<file path="src/frame_sequence_gap_filler_top_macros.svh">
// Assertion macros used by the gap filler datapath
`ifndef FRAME_SEQUENCE_GAP_FILLER_TOP_MACROS_SVH
`define FRAME_SEQUENCE_GAP_FILLER_TOP_MACROS_SVH

`ifndef SYNTHESIS
// same-cycle implication, checked at every rising edge out of reset
`define FSGF_ASSERT_IMPLY(name, clk, rst, ante, cons) \
  name: assert property (@(posedge clk) disable iff (rst) (ante) |-> (cons)) \
    else $error("fsgf: same-cycle check failed");
// next-cycle implication
`define FSGF_ASSERT_NEXT(name, clk, rst, ante, cons) \
  name: assert property (@(posedge clk) disable iff (rst) (ante) |=> (cons)) \
    else $error("fsgf: next-cycle check failed");
`else
`define FSGF_ASSERT_IMPLY(name, clk, rst, ante, cons)
`define FSGF_ASSERT_NEXT(name, clk, rst, ante, cons)
`endif

`endif

</file>
<file path="src/fsgf_pkg.sv">
// Types and constants of the frame sequence gap filler
package fsgf_pkg;

  localparam int TID_W = 10;
  localparam int DAY_W = 17;
  localparam int SEC_W = 17;
  localparam int IDX_W = 24;
  localparam int LEN_W = 24;
  localparam int FPS_W = 24;
  localparam int CFG_IDX_W = 1;
  localparam int CFG_DATA_W = 24;

  localparam logic [SEC_W:0] SECONDS_PER_DAY = (SEC_W + 1)'(86400);

  // configuration register indexes
  typedef enum logic [CFG_IDX_W-1:0] {
    REG_THREAD_SELECT     = 1'b0,
    REG_FRAMES_PER_SECOND = 1'b1
  } fsgf_reg_t;

  typedef enum logic [1:0] {
    ST_IDLE,
    ST_EVAL,
    ST_FILL,
    ST_LERR
  } fsgf_state_t;

  // controller to datapath
  typedef struct packed {
    logic take_hdr;
    logic emit_fill;
    logic emit_real;
    logic emit_lerr;
  } fsgf_cmd_t;

  // datapath to controller
  typedef struct packed {
    logic halted;
    logic thread_match;
    logic length_match;
    logic stamp_match;
    logic cap_hit;
    logic slot_free;
  } fsgf_sts_t;

endpackage

</file>
<file path="src/fsgf_if.sv">
// Channel interfaces: header input, result output and configuration write
interface fsgf_hdr_if;
  logic                         valid;
  logic                         ready;
  logic [fsgf_pkg::TID_W-1:0]   thread_id;
  logic [fsgf_pkg::DAY_W-1:0]   frame_day;
  logic [fsgf_pkg::SEC_W-1:0]   frame_second;
  logic [fsgf_pkg::IDX_W-1:0]   frame_index;
  logic                         frame_bad;
  logic [fsgf_pkg::LEN_W-1:0]   frame_length;

  modport source (output valid, thread_id, frame_day, frame_second, frame_index,
                  frame_bad, frame_length, input ready);
  modport sink   (input valid, thread_id, frame_day, frame_second, frame_index,
                  frame_bad, frame_length, output ready);
endinterface

interface fsgf_res_if;
  logic                         valid;
  logic                         ready;
  logic [fsgf_pkg::DAY_W-1:0]   out_day;
  logic [fsgf_pkg::SEC_W-1:0]   out_second;
  logic [fsgf_pkg::IDX_W-1:0]   out_index;
  logic                         out_bad;
  logic                         is_filler;
  logic                         fill_overflow;
  logic                         length_error;
  logic                         last;

  modport source (output valid, out_day, out_second, out_index, out_bad, is_filler,
                  fill_overflow, length_error, last, input ready);
  modport sink   (input valid, out_day, out_second, out_index, out_bad, is_filler,
                  fill_overflow, length_error, last, output ready);
endinterface

interface fsgf_cfg_if;
  logic                              valid;
  logic                              ready;
  logic [fsgf_pkg::CFG_IDX_W-1:0]    index;
  logic [fsgf_pkg::CFG_DATA_W-1:0]   data;

  modport source (output valid, index, data, input ready);
  modport sink   (input valid, index, data, output ready);
endinterface

</file>
<file path="src/fsgf_ctrl.sv">
// Sequencer of the gap filler: header intake, evaluation, filler and result issue
module fsgf_ctrl (
  input  logic                clk,
  input  logic                rst,
  input  logic                hdr_valid,
  output logic                hdr_ready,
  input  fsgf_pkg::fsgf_sts_t sts,
  output fsgf_pkg::fsgf_cmd_t cmd
);

  fsgf_pkg::fsgf_state_t state, state_next;

  // state register
  always_ff @(posedge clk) begin
    if (rst) begin
      state <= fsgf_pkg::ST_IDLE;
    end else begin
      state <= state_next;
    end
  end

  // next state
  always_comb begin
    state_next = state;
    unique case (state)
      fsgf_pkg::ST_IDLE: begin
        if (hdr_valid) state_next = fsgf_pkg::ST_EVAL;
      end
      fsgf_pkg::ST_EVAL: begin
        if (sts.halted || !sts.thread_match) state_next = fsgf_pkg::ST_IDLE;
        else if (!sts.length_match)          state_next = fsgf_pkg::ST_LERR;
        else                                 state_next = fsgf_pkg::ST_FILL;
      end
      fsgf_pkg::ST_FILL: begin
        if (sts.slot_free && (sts.stamp_match || sts.cap_hit))
          state_next = fsgf_pkg::ST_IDLE;
      end
      fsgf_pkg::ST_LERR: begin
        if (sts.slot_free) state_next = fsgf_pkg::ST_IDLE;
      end
      default: state_next = fsgf_pkg::ST_IDLE;
    endcase
  end

  // commands
  always_comb begin
    hdr_ready     = 1'b0;
    cmd           = '0;
    unique case (state)
      fsgf_pkg::ST_IDLE: begin
        hdr_ready    = 1'b1;
        cmd.take_hdr = hdr_valid;
      end
      fsgf_pkg::ST_EVAL: begin
      end
      fsgf_pkg::ST_FILL: begin
        cmd.emit_fill = sts.slot_free && !sts.stamp_match && !sts.cap_hit;
        cmd.emit_real = sts.slot_free && (sts.stamp_match || sts.cap_hit);
      end
      fsgf_pkg::ST_LERR: begin
        cmd.emit_lerr = sts.slot_free;
      end
      default: begin
      end
    endcase
  end

endmodule

</file>
<file path="src/fsgf_dpath.sv">
// Datapath: registers, expected stamp, filler count and result register
`include "frame_sequence_gap_filler_top_macros.svh"

module fsgf_dpath #(
  parameter int MAX_FILL = 63
) (
  input  logic                clk,
  input  logic                rst,
  fsgf_cfg_if.sink            cfg,
  fsgf_hdr_if.sink            hdr,
  fsgf_res_if.source          res,
  input  fsgf_pkg::fsgf_cmd_t cmd,
  output fsgf_pkg::fsgf_sts_t sts
);

  localparam int CNT_W = $clog2(MAX_FILL + 1);

  // configuration
  logic [fsgf_pkg::TID_W-1:0] thread_select;
  logic [fsgf_pkg::FPS_W-1:0] frames_per_second;

  // captured header
  logic [fsgf_pkg::TID_W-1:0] h_tid;
  logic [fsgf_pkg::DAY_W-1:0] h_day;
  logic [fsgf_pkg::SEC_W-1:0] h_sec;
  logic [fsgf_pkg::IDX_W-1:0] h_idx;
  logic                       h_bad;
  logic [fsgf_pkg::LEN_W-1:0] h_len;

  // tracking state
  logic [fsgf_pkg::DAY_W-1:0] exp_day;
  logic [fsgf_pkg::SEC_W-1:0] exp_sec;
  logic [fsgf_pkg::IDX_W-1:0] exp_idx;
  logic [fsgf_pkg::LEN_W-1:0] ref_len;
  logic                       seeded;
  logic                       halted;
  logic [CNT_W-1:0]           count;

  // result register
  logic                       res_valid;
  logic [fsgf_pkg::DAY_W-1:0] r_day;
  logic [fsgf_pkg::SEC_W-1:0] r_sec;
  logic [fsgf_pkg::IDX_W-1:0] r_idx;
  logic                       r_bad;
  logic                       r_fill;
  logic                       r_ovf;
  logic                       r_lerr;
  logic                       r_last;

  // stamp advance
  logic [fsgf_pkg::DAY_W-1:0] base_day, adv_day;
  logic [fsgf_pkg::SEC_W-1:0] base_sec, adv_sec;
  logic [fsgf_pkg::IDX_W-1:0] base_idx, adv_idx;
  logic [fsgf_pkg::IDX_W:0]   idx_inc;
  logic [fsgf_pkg::SEC_W:0]   sec_inc;
  logic                       slot_free;
  logic                       any_emit;

  assign cfg.ready = 1'b1;

  // advance from the header stamp on the real result, else from the expected stamp
  always_comb begin
    base_day = cmd.emit_real ? h_day : exp_day;
    base_sec = cmd.emit_real ? h_sec : exp_sec;
    base_idx = cmd.emit_real ? h_idx : exp_idx;
    idx_inc  = {1'b0, base_idx} + (fsgf_pkg::IDX_W + 1)'(1);
    sec_inc  = {1'b0, base_sec} + (fsgf_pkg::SEC_W + 1)'(1);
    adv_day  = base_day;
    adv_sec  = base_sec;
    adv_idx  = idx_inc[fsgf_pkg::IDX_W-1:0];
    if (idx_inc >= {1'b0, frames_per_second}) begin
      adv_idx = '0;
      if (sec_inc >= fsgf_pkg::SECONDS_PER_DAY) begin
        adv_sec = '0;
        adv_day = base_day + fsgf_pkg::DAY_W'(1);
      end else begin
        adv_sec = sec_inc[fsgf_pkg::SEC_W-1:0];
      end
    end
  end

  // status to the sequencer
  assign slot_free = !res_valid || res.ready;
  assign any_emit  = cmd.emit_fill || cmd.emit_real || cmd.emit_lerr;

  always_comb begin
    sts.halted       = halted;
    sts.thread_match = (h_tid == thread_select);
    sts.length_match = (h_len == ref_len);
    sts.stamp_match  = (exp_day == h_day) && (exp_sec == h_sec) && (exp_idx == h_idx);
    sts.cap_hit      = (count == CNT_W'(MAX_FILL));
    sts.slot_free    = slot_free;
  end

  // configuration writes
  always_ff @(posedge clk) begin
    if (rst) begin
      thread_select     <= '0;
      frames_per_second <= fsgf_pkg::FPS_W'(1);
    end else if (cfg.valid) begin
      unique case (fsgf_pkg::fsgf_reg_t'(cfg.index))
        fsgf_pkg::REG_THREAD_SELECT:
          thread_select <= cfg.data[fsgf_pkg::TID_W-1:0];
        fsgf_pkg::REG_FRAMES_PER_SECOND:
          frames_per_second <= cfg.data[fsgf_pkg::FPS_W-1:0];
        default: begin
        end
      endcase
    end
  end

  // header capture
  always_ff @(posedge clk) begin
    if (cmd.take_hdr) begin
      h_tid <= hdr.thread_id;
      h_day <= hdr.frame_day;
      h_sec <= hdr.frame_second;
      h_idx <= hdr.frame_index;
      h_bad <= hdr.frame_bad;
      h_len <= hdr.frame_length;
    end
  end

  // control flags and filler count
  always_ff @(posedge clk) begin
    if (rst) begin
      seeded <= 1'b0;
      halted <= 1'b0;
      count  <= '0;
    end else begin
      if (cmd.take_hdr) begin
        count <= '0;
        if (!halted) seeded <= 1'b1;
      end
      if (cmd.emit_fill) count  <= count + CNT_W'(1);
      if (cmd.emit_lerr) halted <= 1'b1;
    end
  end

  // expected stamp and reference length; the first header seeds both
  always_ff @(posedge clk) begin
    if (cmd.take_hdr && !halted && !seeded) begin
      exp_day <= hdr.frame_day;
      exp_sec <= hdr.frame_second;
      exp_idx <= hdr.frame_index;
      ref_len <= hdr.frame_length;
    end else if (cmd.emit_fill || cmd.emit_real) begin
      exp_day <= adv_day;
      exp_sec <= adv_sec;
      exp_idx <= adv_idx;
    end
  end

  // result register valid
  always_ff @(posedge clk) begin
    if (rst) begin
      res_valid <= 1'b0;
    end else if (any_emit) begin
      res_valid <= 1'b1;
    end else if (res.ready) begin
      res_valid <= 1'b0;
    end
  end

  // result payload
  always_ff @(posedge clk) begin
    if (cmd.emit_fill) begin
      r_day  <= exp_day;
      r_sec  <= exp_sec;
      r_idx  <= exp_idx;
      r_bad  <= 1'b1;
      r_fill <= 1'b1;
      r_ovf  <= 1'b0;
      r_lerr <= 1'b0;
      r_last <= 1'b0;
    end else if (cmd.emit_real) begin
      r_day  <= h_day;
      r_sec  <= h_sec;
      r_idx  <= h_idx;
      r_bad  <= h_bad;
      r_fill <= 1'b0;
      r_ovf  <= !sts.stamp_match;
      r_lerr <= 1'b0;
      r_last <= 1'b1;
    end else if (cmd.emit_lerr) begin
      r_day  <= '0;
      r_sec  <= '0;
      r_idx  <= '0;
      r_bad  <= 1'b0;
      r_fill <= 1'b0;
      r_ovf  <= 1'b0;
      r_lerr <= 1'b1;
      r_last <= 1'b1;
    end
  end

  assign res.valid         = res_valid;
  assign res.out_day       = r_day;
  assign res.out_second    = r_sec;
  assign res.out_index     = r_idx;
  assign res.out_bad       = r_bad;
  assign res.is_filler     = r_fill;
  assign res.fill_overflow = r_ovf;
  assign res.length_error  = r_lerr;
  assign res.last          = r_last;

  // checks
  `FSGF_ASSERT_IMPLY(a_one_emit, clk, rst, 1'b1,
    $onehot0({cmd.emit_fill, cmd.emit_real, cmd.emit_lerr}))
  `FSGF_ASSERT_IMPLY(a_emit_slot, clk, rst, any_emit, slot_free)
  `FSGF_ASSERT_IMPLY(a_count_cap, clk, rst, 1'b1, count <= CNT_W'(MAX_FILL))
  `FSGF_ASSERT_NEXT(a_lerr_halts, clk, rst, cmd.emit_lerr, halted)
  `FSGF_ASSERT_NEXT(a_halt_sticks, clk, rst, halted, halted && !any_emit)

endmodule

</file>
<file path="src/frame_sequence_gap_filler_top.sv">
// Top level of the frame sequence gap filler
//
//  channel  dir  transfer on          payload
//  cfg      in   cfg.valid&ready      index (register), data
//  hdr      in   hdr.valid&ready      frame header fields
//  res      out  res.valid&ready      emitted header, flags, last
//
// An accepted header passes through intake and evaluation, then one result is
// issued per cycle while the result register is free: up to MAX_FILL + 1
// results with a full filler run. Dropped headers pass through intake and
// evaluation only. A result stalled at the output holds the
// sequencer; the next header is taken while the last result still waits.
// Synchronous reset restores the configuration defaults; no clearing pass.
module frame_sequence_gap_filler_top #(
  parameter int MAX_FILL = 63
) (
  input  logic       clk,
  input  logic       rst,
  fsgf_cfg_if.sink   cfg,
  fsgf_hdr_if.sink   hdr,
  fsgf_res_if.source res
);

  fsgf_pkg::fsgf_cmd_t cmd;
  fsgf_pkg::fsgf_sts_t sts;
  logic                hdr_ready;

  assign hdr.ready = hdr_ready;

  // sequencer
  fsgf_ctrl u_ctrl (
    .clk       (clk),
    .rst       (rst),
    .hdr_valid (hdr.valid),
    .hdr_ready (hdr_ready),
    .sts       (sts),
    .cmd       (cmd)
  );

  // datapath
  fsgf_dpath #(
    .MAX_FILL (MAX_FILL)
  ) u_dpath (
    .clk (clk),
    .rst (rst),
    .cfg (cfg),
    .hdr (hdr),
    .res (res),
    .cmd (cmd),
    .sts (sts)
  );

endmodule

</file>
<file path="src/flat_wrapper.sv">
// flat-port wrapper written by rule: the top's interface ports become plain ports
module frame_sequence_gap_filler_top_flat 
#(
  parameter int MAX_FILL = 63
)
  (clk, rst, cfg_valid, cfg_index, cfg_data, cfg_ready, hdr_valid, hdr_thread_id, hdr_frame_day, hdr_frame_second, hdr_frame_index, hdr_frame_bad, hdr_frame_length, hdr_ready, res_valid, res_out_day, res_out_second, res_out_index, res_out_bad, res_is_filler, res_fill_overflow, res_length_error, res_last, res_ready);
  fsgf_cfg_if cfg_i ();
  fsgf_hdr_if hdr_i ();
  fsgf_res_if res_i ();
  input  logic clk;
  input  logic rst;
  input wire logic [$bits(cfg_i.valid)-1:0] cfg_valid;
  input wire logic [$bits(cfg_i.index)-1:0] cfg_index;
  input wire logic [$bits(cfg_i.data)-1:0] cfg_data;
  output wire logic [$bits(cfg_i.ready)-1:0] cfg_ready;
  input wire logic [$bits(hdr_i.valid)-1:0] hdr_valid;
  input wire logic [$bits(hdr_i.thread_id)-1:0] hdr_thread_id;
  input wire logic [$bits(hdr_i.frame_day)-1:0] hdr_frame_day;
  input wire logic [$bits(hdr_i.frame_second)-1:0] hdr_frame_second;
  input wire logic [$bits(hdr_i.frame_index)-1:0] hdr_frame_index;
  input wire logic [$bits(hdr_i.frame_bad)-1:0] hdr_frame_bad;
  input wire logic [$bits(hdr_i.frame_length)-1:0] hdr_frame_length;
  output wire logic [$bits(hdr_i.ready)-1:0] hdr_ready;
  output wire logic [$bits(res_i.valid)-1:0] res_valid;
  output wire logic [$bits(res_i.out_day)-1:0] res_out_day;
  output wire logic [$bits(res_i.out_second)-1:0] res_out_second;
  output wire logic [$bits(res_i.out_index)-1:0] res_out_index;
  output wire logic [$bits(res_i.out_bad)-1:0] res_out_bad;
  output wire logic [$bits(res_i.is_filler)-1:0] res_is_filler;
  output wire logic [$bits(res_i.fill_overflow)-1:0] res_fill_overflow;
  output wire logic [$bits(res_i.length_error)-1:0] res_length_error;
  output wire logic [$bits(res_i.last)-1:0] res_last;
  input wire logic [$bits(res_i.ready)-1:0] res_ready;
  assign cfg_i.valid = cfg_valid;
  assign cfg_i.index = cfg_index;
  assign cfg_i.data = cfg_data;
  assign cfg_ready = cfg_i.ready;
  assign hdr_i.valid = hdr_valid;
  assign hdr_i.thread_id = hdr_thread_id;
  assign hdr_i.frame_day = hdr_frame_day;
  assign hdr_i.frame_second = hdr_frame_second;
  assign hdr_i.frame_index = hdr_frame_index;
  assign hdr_i.frame_bad = hdr_frame_bad;
  assign hdr_i.frame_length = hdr_frame_length;
  assign hdr_ready = hdr_i.ready;
  assign res_valid = res_i.valid;
  assign res_out_day = res_i.out_day;
  assign res_out_second = res_i.out_second;
  assign res_out_index = res_i.out_index;
  assign res_out_bad = res_i.out_bad;
  assign res_is_filler = res_i.is_filler;
  assign res_fill_overflow = res_i.fill_overflow;
  assign res_length_error = res_i.length_error;
  assign res_last = res_i.last;
  assign res_i.ready = res_ready;
  frame_sequence_gap_filler_top #(.MAX_FILL(MAX_FILL)) u_core (.clk(clk), .rst(rst), .cfg(cfg_i), .hdr(hdr_i), .res(res_i));
endmodule
</file>
<file path="config.mk">
export PLATFORM = sky130hd
export DESIGN_NAME = frame_sequence_gap_filler_top_flat
export DESIGN_NICKNAME = d
export VERILOG_FILES = /design/src/fsgf_pkg.sv /design/src/fsgf_if.sv /design/src/fsgf_ctrl.sv /design/src/fsgf_dpath.sv /design/src/frame_sequence_gap_filler_top.sv /design/src/flat_wrapper.sv
export VERILOG_INCLUDE_DIRS = /design/src /design/src/src
export SDC_FILE = /design/constraint.sdc
export NUM_CORES = 1
export LEC_CHECK = 0
export BUFFER_PORTS_ARGS = -buffer_cell sky130_fd_sc_hd__clkbuf_2
export CAP_MARGIN = 25
export CORE_ASPECT_RATIO = 1.5
export CORE_MARGIN = 2
export CORE_UTILIZATION = 60
export CTS_CLUSTER_SIZE = 16
export DETAILED_ROUTE_END_ITERATION = 10
export GPL_ROUTABILITY_DRIVEN = 0
export GPL_TIMING_DRIVEN = 0
export HOLD_SLACK_MARGIN = 0.05
export PLACE_DENSITY = 0.82
export SYNTH_ARGS = -nofsm -noshare
export SYNTH_HDL_FRONTEND = slang
export SYNTH_SLANG_ARGS = --single-unit
</file>
<file path="constraint.sdc">
create_clock -name clk -period 18.3 [get_ports clk]
set_clock_uncertainty 0.1 [all_clocks]
set_input_delay 0.915 -clock clk [delete_from_list [all_inputs] [get_ports clk]]
set_output_delay 0.915 -clock clk [all_outputs]
set_load 0.05 [all_outputs]
</file>
==> results of run 1 <==
==> cell type report <==
type | count | area share (%)
clock buffers | 34 | 4.20
clock inverters | 14 | 1.20
plain buffers | 78 | 2.08
flip-flops and latches | 283 | 45.3
inverters | 33 | 0.716
multi-input cells | 1069 | 38.5
well taps | 328 | 2.32
repair buffers | 190 | 5.70
==> metal layers <==
metal / vias up / share of wire (%) / track usage [%]
li1: 5671 / - / -
met1: 5817 / 33 / 35.7
met2: 822 / 49 / 55.8
met3: 262 / 9.9 / 7.38
met4: 0 / 8.3 / 23.7
met5: - / 0 / 0
==> critical path, delay by kind of cell, from the launching register on <==
family / cells / cell delay, ps
buffers and inverters: 8 / 2930
and+or+nand+nor: 10 / 2280
AOI/OAI and AO/OA: 7 / 2060
adders and majority gates: 2 / 660
DFF: 1 / 490
xor gates and xnor gates: 2 / 480
==> power groups by stage <==
stage / sequential, W / combinational (W) / clock, W
6_report: 0.000769 / 0.000221 / 0.000606
5_1_grt: 0.000771 / 0.000237 / 0.000626
4_1_cts: 0.000767 / 0.000213 / 0.000607
3_5_place_dp: 0.000781 / 0.000211 / 0
3_3_place_gp: 0.000781 / 0.000203 / 0
2_1_floorplan: 0.000774 / 0.000139 / 0
==> how the worst max path moves through the flow <==
| stage | from | to | slack, ps | depth (start not counted) |
|---|---|---|---|---|
| after floorplan | res_ready | u_core.u_dpath.exp_sec[15] | 11060 | 27 |
| after global placement | res_ready | u_core.u_dpath.exp_sec[4] | 8150 | 27 |
| after detailed placement | res_ready | u_core.u_dpath.exp_sec[7] | 9390 | 28 |
| after CTS | u_core.u_dpath.exp_sec[2] | u_core.u_dpath.exp_sec[6] | 9630 | 29 |
| after global routing | u_core.u_dpath.h_day[12] | u_core.u_dpath.exp_sec[6] | 9060 | 25 |
| final | u_core.u_dpath.h_sec[3] | u_core.u_dpath.exp_sec[6] | 9110 | 29 |
==> placed cells by master, fill, tap and decap left out, drive strengths merged, types with 10 or more instances in the layout <==
cell / n
nand4: 40
and3: 17
o31ai: 12
nand2: 244
dfxtp: 50
edfxtp: 233
a21oi: 79
o21ai: 40
ha: 28
clkbuf: 265
inv: 35
a22o: 18
a31oi: 10
xnor2: 97
nor2: 153
buf: 37
mux2i: 107
nor3: 17
mux2: 12
nor4: 16
nand3: 37
xor2: 49
==> logic make-up after synthesis <==
logic type	count (synthesis)	synth area share (%)
other	1	0.0245
muxes	119	7.98
buffers and inverters	111	3.21
xor gates and xnor gates	146	8.37
DFF	283	52.3
adders and majority gates	28	2.29
AOI/OAI and AO/OA	208	8.89
and+or+nand+nor	567	16.9
==> flip-flops by register name, summed over array words and instances (netlist names), 17 cells and up <==
name	cells
u_core.u_dpath.exp_day	17
u_core.u_dpath.exp_sec	17
u_core.u_dpath.h_len	24
u_core.u_dpath.h_sec	17
u_core.u_dpath.h_idx	24
u_core.u_dpath.res.out_second	17
u_core.u_dpath.res.out_index	24
u_core.u_dpath.ref_len	24
u_core.u_dpath.h_day	17
u_core.u_dpath.res.out_day	17
u_core.u_dpath.exp_idx	24
u_core.u_dpath.frames_per_second	24
==> per-stage QoR <==
step | std cells | total power (W) | hold WS (ps)
after floorplan | 1463 | 0.000913 | 334
after global placement | 1977 | 0.000984 | 333
after detailed placement | 1980 | 0.000992 | 337
after CTS | 2028 | 0.00159 | 348
after global routing | 2029 | 0.00163 | 362
final | 2029 | 0.00160 | 345
==> impl_metrics.toml, run 1 <==
[power_and_ir_drop]
p_int_w = 0.00118
p_seq_share_pct = 48.2
combPwrFrac_pct = 13.8
pwr-share-clk_pct = 38.0
power_density_mw_per_mm2 = 90.3
switching_share_pct = 26.2
switchingPower_w = 0.000417
vdd_drop_max_mv = 0.0831
p_leak_nw = 6.94

[drt]
drtAntennaViolNets = 0
dr.pass1.iters = 6
drt_iter0_markers = 1681
vias = 12600
drt-vias-per-instance = 6.20
wl_per_cell_um = 21.8
routed_wl_mm = 44.2
drc = 0

[setup_path]
crit_arrival_ps = 9490
r2r_cells = 29
path_common_cell = "nand2_1"
r2r_start = "u_core.u_dpath.h_sec[3]"
r2r_setup_slack_ps = 9110
critical_path_class = "flop to flop"
endpoint_kind = "flop"
cp-start-kind = "flop"
crit_fanout = 10
cp_slowest_cell = "nor2_1"
r2r_end = "u_core.u_dpath.exp_sec[6]"
cp_slowest_stage_delay_ps = 690
critPathRequiredTime_ps = 18600

[synth]
synth_top_area_share_pct = 45.8
ys_seq_area_share_pct = 52.3
synth_area_leaders = "edfxtp_1 46%, mux2i_1 6.9%, dfxtp_1 6.6%, nand2_1 6.0%, xnor2_1 5.6%"
synthFlopType = "edfxtp_1"
async_flop_share_pct = 0
synth_nets = 1614
syn_inst = 1463
synth_common_cells = "244 x nand2_1, 233 x edfxtp_1, 151 x nor2_1"
synthesis.area_mm2 = 0.0153
syn_area_per_cell_um2 = 10.4
synth_cell_type_count = 71
synth-edff-count = 233
ys_seq_elements = 283
yosys_warnings = 0
yosysMostFrequentCell = "nand2_1"
synth_top_cell_by_area = "edfxtp_1"

[sta]
slew_headroom_pct = 33.7
fin_crit_sh_pct = 50.2
tightest_slew_ps = 995
finalCriticalPeriod_ps = 9190
maxSlewViolCount = 0
fmax_ghz = 0.109
fin_ws_ps = 9110
setup_viol = 0
fin_setup_tns_ps = 0
rsz0062_at_grt = "no"
finalHoldViolations = 0

[clocking]
postCtsHoldBufs = 0
cts_max_level = 1
clockBufferDepth = 3
clock_sinks = 283
cts-root-buf = "clkbuf_16"
tritoncts = "built"
cts_buffers = 26
cts_resized = 0
insertion_delay_ps = 570
postCtsSetupRepairBufs = 0
clk_pin_slew_ps = 70

[cells_and_area]
layout.nets = 1832
area.growth.synth_to_final_pct = 15.6
diodes = 0
final_core_util_pct = 70.5
fill_cells = 1826
multi_input_area_mm2 = 0.00680
drive_gt1_share_pct = 17.8
final_area_mm2 = 0.0177
regArea_mm2 = 0.00800

[min_path]
hold_depth = 2
hold_class = "flop to flop"
worstHoldStart = "u_core.u_dpath.res.length_error"
holdPathEnd = "u_core.u_dpath.res.length_error"

[grt]
overflow = 0
grt_max_degree = 60
first_global_vias = 12500
antenna_found_initial = 0
track_usage_pct = 32.7
grt_first_pass_wirelength_mm = 66.6

[placement]
dp_hpwl_mm = 31.8
post-place-ws_ps = 9390
placed_area_mm2 = 0.0167
port_buffers = 186

[floorplan]
ioPinCount = 189
die_w_um = 134
core_mm2 = 0.0251
dieArea_mm2 = 0.0268
fp.dieH_um = 199
num_rows = 71
start_util_pct = 61.0

[run]
cap_violations = 0

[status]
outcome = "finished, final reports clean"
(Power assumes the default switching activity.)
==> inputs of run 2 (changes only) <==
--- a/config.mk
+++ b/config.mk
@@ -10,13 +10,13 @@
 export CAP_MARGIN = 25
 export CORE_ASPECT_RATIO = 1.5
 export CORE_MARGIN = 2
-export CORE_UTILIZATION = 60
+export CORE_UTILIZATION = 53
 export CTS_CLUSTER_SIZE = 16
 export DETAILED_ROUTE_END_ITERATION = 10
 export GPL_ROUTABILITY_DRIVEN = 0
 export GPL_TIMING_DRIVEN = 0
 export HOLD_SLACK_MARGIN = 0.05
-export PLACE_DENSITY = 0.82
+export PLACE_DENSITY = 0.77
 export SYNTH_ARGS = -nofsm -noshare
 export SYNTH_HDL_FRONTEND = slang
 export SYNTH_SLANG_ARGS = --single-unit
==> constraint.sdc (replaced) <==
create_clock -name clk -period 8 [get_ports clk]
set_clock_uncertainty 0.1 [all_clocks]
set_input_delay 0.4 -clock clk [delete_from_list [all_inputs] [get_ports clk]]
set_output_delay 0.4 -clock clk [all_outputs]
set_load 0.05 [all_outputs]
==> run 2 against run 1 <==
  * Sequential share of layout area fell by 3.1 points
  * Sequential power grew 130%
  * Setup slack worse by 8900 ps
  * Flip-flop and latch count unchanged
  * Routed wire length grew 3.9%
  * Final area grew 7.2%
  * Die area increased by 13%
  * Utilization down 4.1 points
  * Clock-buffer cell count fell by 2
  * Non-clock buffer count is 116 higher
  * Combinational power increased to 2.5 times the previous value
  * Global-route usage shrank 2.1 points
==> impl_metrics.toml, run 2 (same netlist as run 1, synthesis figures left out) <==
[power_and_ir_drop]
power_w = 0.00368
power_density_mw_per_mm2 = 195
vdd_drop_max_mv = 0.174
combPwrFrac_pct = 15.1
switchingPower_w = 0.000973
p_seq_share_pct = 47.7
p_leak_nw = 7.45
pwr-share-clk_pct = 37.2
switching_share_pct = 26.4
p_int_w = 0.00271

[floorplan]
die_w_um = 143
fp.dieH_um = 212
ioPinCount = 189
start_util_pct = 53.6
dieArea_mm2 = 0.0302
core_mm2 = 0.0285
num_rows = 76

[sta]
fin_crit_sh_pct = 97.5
slew_headroom_pct = 24.9
fin_setup_tns_ps = 0
finalCriticalPeriod_ps = 7800
fin_ws_ps = 201
tightest_slew_ps = 1120
setup_viol = 0
fmax_ghz = 0.128
maxSlewViolCount = 0
finalHoldViolations = 0

[cells_and_area]
final_area_mm2 = 0.0189
area.growth.synth_to_final_pct = 23.9
final_cell_mix = "243 x nand2_1, 233 x edfxtp_1, 190 x clkbuf_2"
layout.nets = 1949
final_common_cell = "nand2_1"
drive_gt1_share_pct = 17.2
final_core_util_pct = 66.4
diodes = 0

[placement]
dp_hpwl_mm = 32.2
port_buffers = 186
post-place-ws_ps = -609
placed_area_mm2 = 0.0167

[drt]
wl_per_cell_um = 21.1
drt_iter0_markers = 1233
routed_wl_mm = 45.9
vias = 12900
drt-vias-per-instance = 5.96
dr.pass1.iters = 6
drc = 0
drtAntennaViolNets = 0

[grt]
grt_max_degree = 60
track_usage_pct = 30.6
antenna_found_initial = 0
grt_util_met1_pct = 33.9
met3_usage_pct = 5.07
grt-busiest-layer = "met2"
grt_first_pass_wirelength_mm = 70.3
first_global_vias = 13200
overflow = 0
met2_usage_pct = 52.3

[setup_path]
cp_slowest_stage_delay_ps = 480
critPathRequiredTime_ps = 8170
r2r_cells = 26
endpoint_kind = "flop"
cp_slowest_cell = "edfxtp_1"
cp-start-kind = "flop"
crit_fanout = 10
crit_arrival_ps = 7970
path_common_cell = "nand2_1"
critical_path_class = "flop to flop"

[clocking]
insertion_delay_ps = 570
clock_sinks = 283
clockBufferDepth = 3
tritoncts = "built"
clk_pin_slew_ps = 70
cts_max_level = 1
cts-root-buf = "clkbuf_16"
cts_buffers = 27

[run]
cap_violations = 0

[status]
outcome = "finished, final reports clean"

[min_path]
hold_class = "primary input to flop"
hold_depth = 2
## run 2: power by group through the flow
| stage | clock (W) | combinational [W] | sequential [W] |
|---|---|---|---|
| global route | 0.00143 | 0.000600 | 0.00176 |
| CTS | 0.00137 | 0.000536 | 0.00175 |
| finish | 0.00137 | 0.000558 | 0.00176 |
| detailed placement | 0 | 0.000486 | 0.00178 |
| floorplan | 0 | 0.000318 | 0.00177 |
| global placement | 0 | 0.000470 | 0.00179 |
## run 2: worst paths after layout
check / endpoint / slack (ps) / start
worst min-delay path: u_core.u_dpath.count[2] / 140 / rst
worst max-delay path: u_core.u_dpath.exp_sec[9] / 200 / u_core.u_dpath.exp_day[11]
worst max register to register: u_core.u_dpath.exp_sec[9] / 200 / u_core.u_dpath.exp_day[11]
worst min register to register: u_core.u_dpath.res.length_error / 350 / u_core.u_dpath.res.length_error
## run 2: repair_timing
| action | CTS | global route |
|---|---|---|
| gates resized for setup | 5 | 15 |
| setup buffers | 0 | 0 |
| endpoints found under the hold margin | 171 | 0 |
| setup endpoints to repair | 54 | 56 |
| hold buffers | 118 | 0 |
## run 2: critical path, delay by kind of cell (launching register included)
kind	cells	cell delay [ps]
AOI/OAI and AO/OA	7	1830
xor gates and xnor gates	2	580
adders and majority gates	2	680
buffers and inverters	5	1660
DFF	1	480
and+or+nand+nor	10	2110
## run 2: routing by layer
metal / up-vias / routed length (µm)
li1: 5903 / -
met1: 6052 / 15600
met2: 760 / 22700
met3: 225 / 3740
met4: 0 / 3840
met5: - / 0
## run 2: final cells by class
type | instances | area, µm²
plain buffers | 76 | 370
clock buffers | 32 | 704
clock inverters | 18 | 238
fillers | 2147 | 9590
inverters | 33 | 128
multi-input cells | 1069 | 6870
flip-flops and latches | 283 | 8000
well taps | 351 | 439
repair buffers | 308 | 2190
## run 2: stage by stage
step / std cells / hold slack (ps)
3_5_place_dp: 2003 / 338
4_1_cts: 2170 / 119
5_1_grt: 2170 / 159
6_report: 2170 / 142
3_3_place_gp: 2000 / 336
2_1_floorplan: 1463 / 334
==> inputs of run 3 (changes only) <==
==> constraint.sdc (replaced) <==
create_clock -name clk -period 6.4 [get_ports clk]
set_clock_uncertainty 0.1 [all_clocks]
set_input_delay 0.32 -clock clk [delete_from_list [all_inputs] [get_ports clk]]
set_output_delay 0.32 -clock clk [all_outputs]
set_load 0.05 [all_outputs]
==> run 3 against run 2 <==
  * Die area is the same
  * Total power grew 28%
  * Fmax grew 24%
  * Global-route usage grew 0.75 points
  * Via count grew 1.9%
  * Register-to-register slack lost 96 ps
  * Utilization grew 1.8 points
  * Clock-buffer cell count is the same
  * Flip-flop and latch count is the same
  * Setup slack lost 96 ps
  * Worst hold slack lost 5.7 ps
  * Critical path type unchanged
  * Largest cell class unchanged
  * Highest routed layer is now met5
==> impl_metrics.toml, run 3 (same netlist as run 1, synthesis figures left out) <==
[clocking]
insertion_delay_ps = 580
cts_buffers = 27
cts-root-buf = "clkbuf_16"
clk_pin_slew_ps = 70
cts_max_level = 1
tritoncts = "built"
clock_sinks = 283
clockBufferDepth = 3

[setup_path]
crit_fanout = 19
critical_path_class = "flop to flop"
r2r_setup_slack_ps = 100
path_buf_inv = 8
path_common_cell = "nand2_1"
cp-endpoint = "u_core.u_dpath.exp_sec[9]"
cp-startpoint = "u_core.u_dpath.exp_day[9]"
endpoint_kind = "flop"
crit_arrival_ps = 6600
critical_path_depth = 25
cp_slowest_cell = "edfxtp_1"
cp-start-kind = "flop"
r2r_end = "u_core.u_dpath.exp_sec[9]"
crit_family = "buffers and inverters"
r2r_start = "u_core.u_dpath.exp_day[9]"
r2r_cells = 25
cp_slowest_stage_delay_ps = 520
critPathRequiredTime_ps = 6700

[drt]
dr.pass1.iters = 8
drt_iter0_markers = 1303
drt-vias-per-instance = 6.02
wl_per_cell_um = 21.5
routed_wl_mm = 47.2
drc = 0
drtAntennaViolNets = 0
vias = 13200

[cells_and_area]
final_common_cell = "nand2_1"
layout.nets = 1970
multi_input_area_mm2 = 0.00710
final_core_util_pct = 68.2
drive_gt1_share_pct = 19.8
final_area_mm2 = 0.0194
regArea_mm2 = 0.00800
area.growth.synth_to_final_pct = 27.3
fill_cells = 2084
final_cell_mix = "240 x nand2_1, 233 x edfxtp_1, 189 x clkbuf_2"
diodes = 0

[grt]
grt_max_degree = 60
grt_first_pass_wirelength_mm = 71.6
track_usage_pct = 31.3
antenna_found_initial = 1
overflow = 0
first_global_vias = 13100

[floorplan]
ioPinCount = 189
start_util_pct = 53.6
num_rows = 76
core_mm2 = 0.0285
dieArea_mm2 = 0.0302
die_w_um = 143
fp.dieH_um = 212

[power_and_ir_drop]
power_w = 0.00473
vdd_drop_max_mv = 0.244
p_leak_nw = 7.70
power_density_mw_per_mm2 = 243

[placement]
placed_area_mm2 = 0.0167
post-place-ws_ps = -2160
dp_hpwl_mm = 32.4
port_buffers = 186

[sta]
fmax_ghz = 0.159
fin_ws_ps = 104
finalHoldViolations = 0
setup_viol = 0
maxSlewViolCount = 0
tightest_slew_ps = 1190
fin_crit_sh_pct = 98.4
slew_headroom_pct = 20.2
finalCriticalPeriod_ps = 6300
rsz0062_at_grt = "no"

[run]
cap_violations = 0

[status]
outcome = "finished, final reports clean"

[min_path]
worstHoldStart = "cfg_valid"
hold_class = "primary input to flop"
## run 3: changes by cell type in the layout (fill, tap and decap cells not counted), sizes merged
cell | before | now
clkbuf | 261 | 260
bufinv | 5 | 6
clkinv | 10 | 6
buf | 37 | 58
inv | 33 | 35
clkinvlp | 3 | 4
dlygate4sd3 | 118 | 119
## run 3: cell type report
class | count | share of cell area, %
Buffer | 74 | 2.19
Clock buffer | 32 | 3.73
Clock inverter | 18 | 1.38
Inverter | 33 | 0.669
Multi-Input combinational cell | 1069 | 36.5
Sequential cell | 283 | 41.1
Tap cell | 351 | 2.26
Timing Repair Buffer | 331 | 12.1
## run 3: worst min path at each step
stage                                           end  slack (ps)  cells past startpoint
2_1_floorplan                  u_core.u_dpath.h_bad         320                      0
3_3_place_gp           u_core.u_dpath.res.is_filler         340                      2
3_5_place_dp        u_core.u_dpath.res.length_error         340                      2
4_1_cts         u_core.u_dpath.frames_per_second[1]         120                      4
5_1_grt        u_core.u_dpath.frames_per_second[23]         170                      4
6_report        u_core.u_dpath.frames_per_second[1]         140                      4
## run 3: worst register-to-register path: stages (launching register included)
cell,delay (ps)
edfxtp_1,520
xnor2_4,210
nand4_1,160
nor4_2,80
and4_1,200
buf_6,140
o21ai_4,190
buf_12,190
buf_12,220
buf_2,320
clkbuf_4,370
nand2_1,90
nand2_1,100
ha_1,310
inv_1,80
or3_1,360
clkbuf_1,220
nor2_1,180
xnor2_1,150
o21ai_0,140
o311ai_2,490
o221ai_4,300
nand2_1,360
buf_2,310
a31oi_1,130
a21oi_1,190
## run 3: power breakdown
part / switching, W / leakage (nW) / internal [W]
combinational: 0.000428 / 4.74 / 0.000321
sequential: 0.0000945 / 2.49 / 0.00211
clock: 0.000719 / 0.480 / 0.00106
total: 0.00124 / 7.70 / 0.00349
## run 3: repair_timing
action	in CTS	in global routing
endpoints found under the setup margin	58	55
resized for setup	51	29
buffers inserted	11	12
hold buffers	119	0
hold endpoints to repair	204	0
pin swaps	7	16
## run 3: stage by stage
step | std cells | setup TNS (ps) | hold slack (ps)
2_1_floorplan | 1463 | 0 | 319
3_3_place_gp | 2000 | -146920 | 335
3_5_place_dp | 2003 | -108810 | 342
4_1_cts | 2181 | 0 | 116
5_1_grt | 2191 | 0 | 170
6_report | 2191 | 0 | 136
## run 3: routing by layer
| metal | wire length, µm | GRT usage [%] |
|---|---|---|
| met5 | 11 | 0 |
| met3 | 4080 | 5.43 |
| met2 | 23600 | 54.7 |
| met4 | 3630 | 19.8 |
| met1 | 15900 | 35.1 |
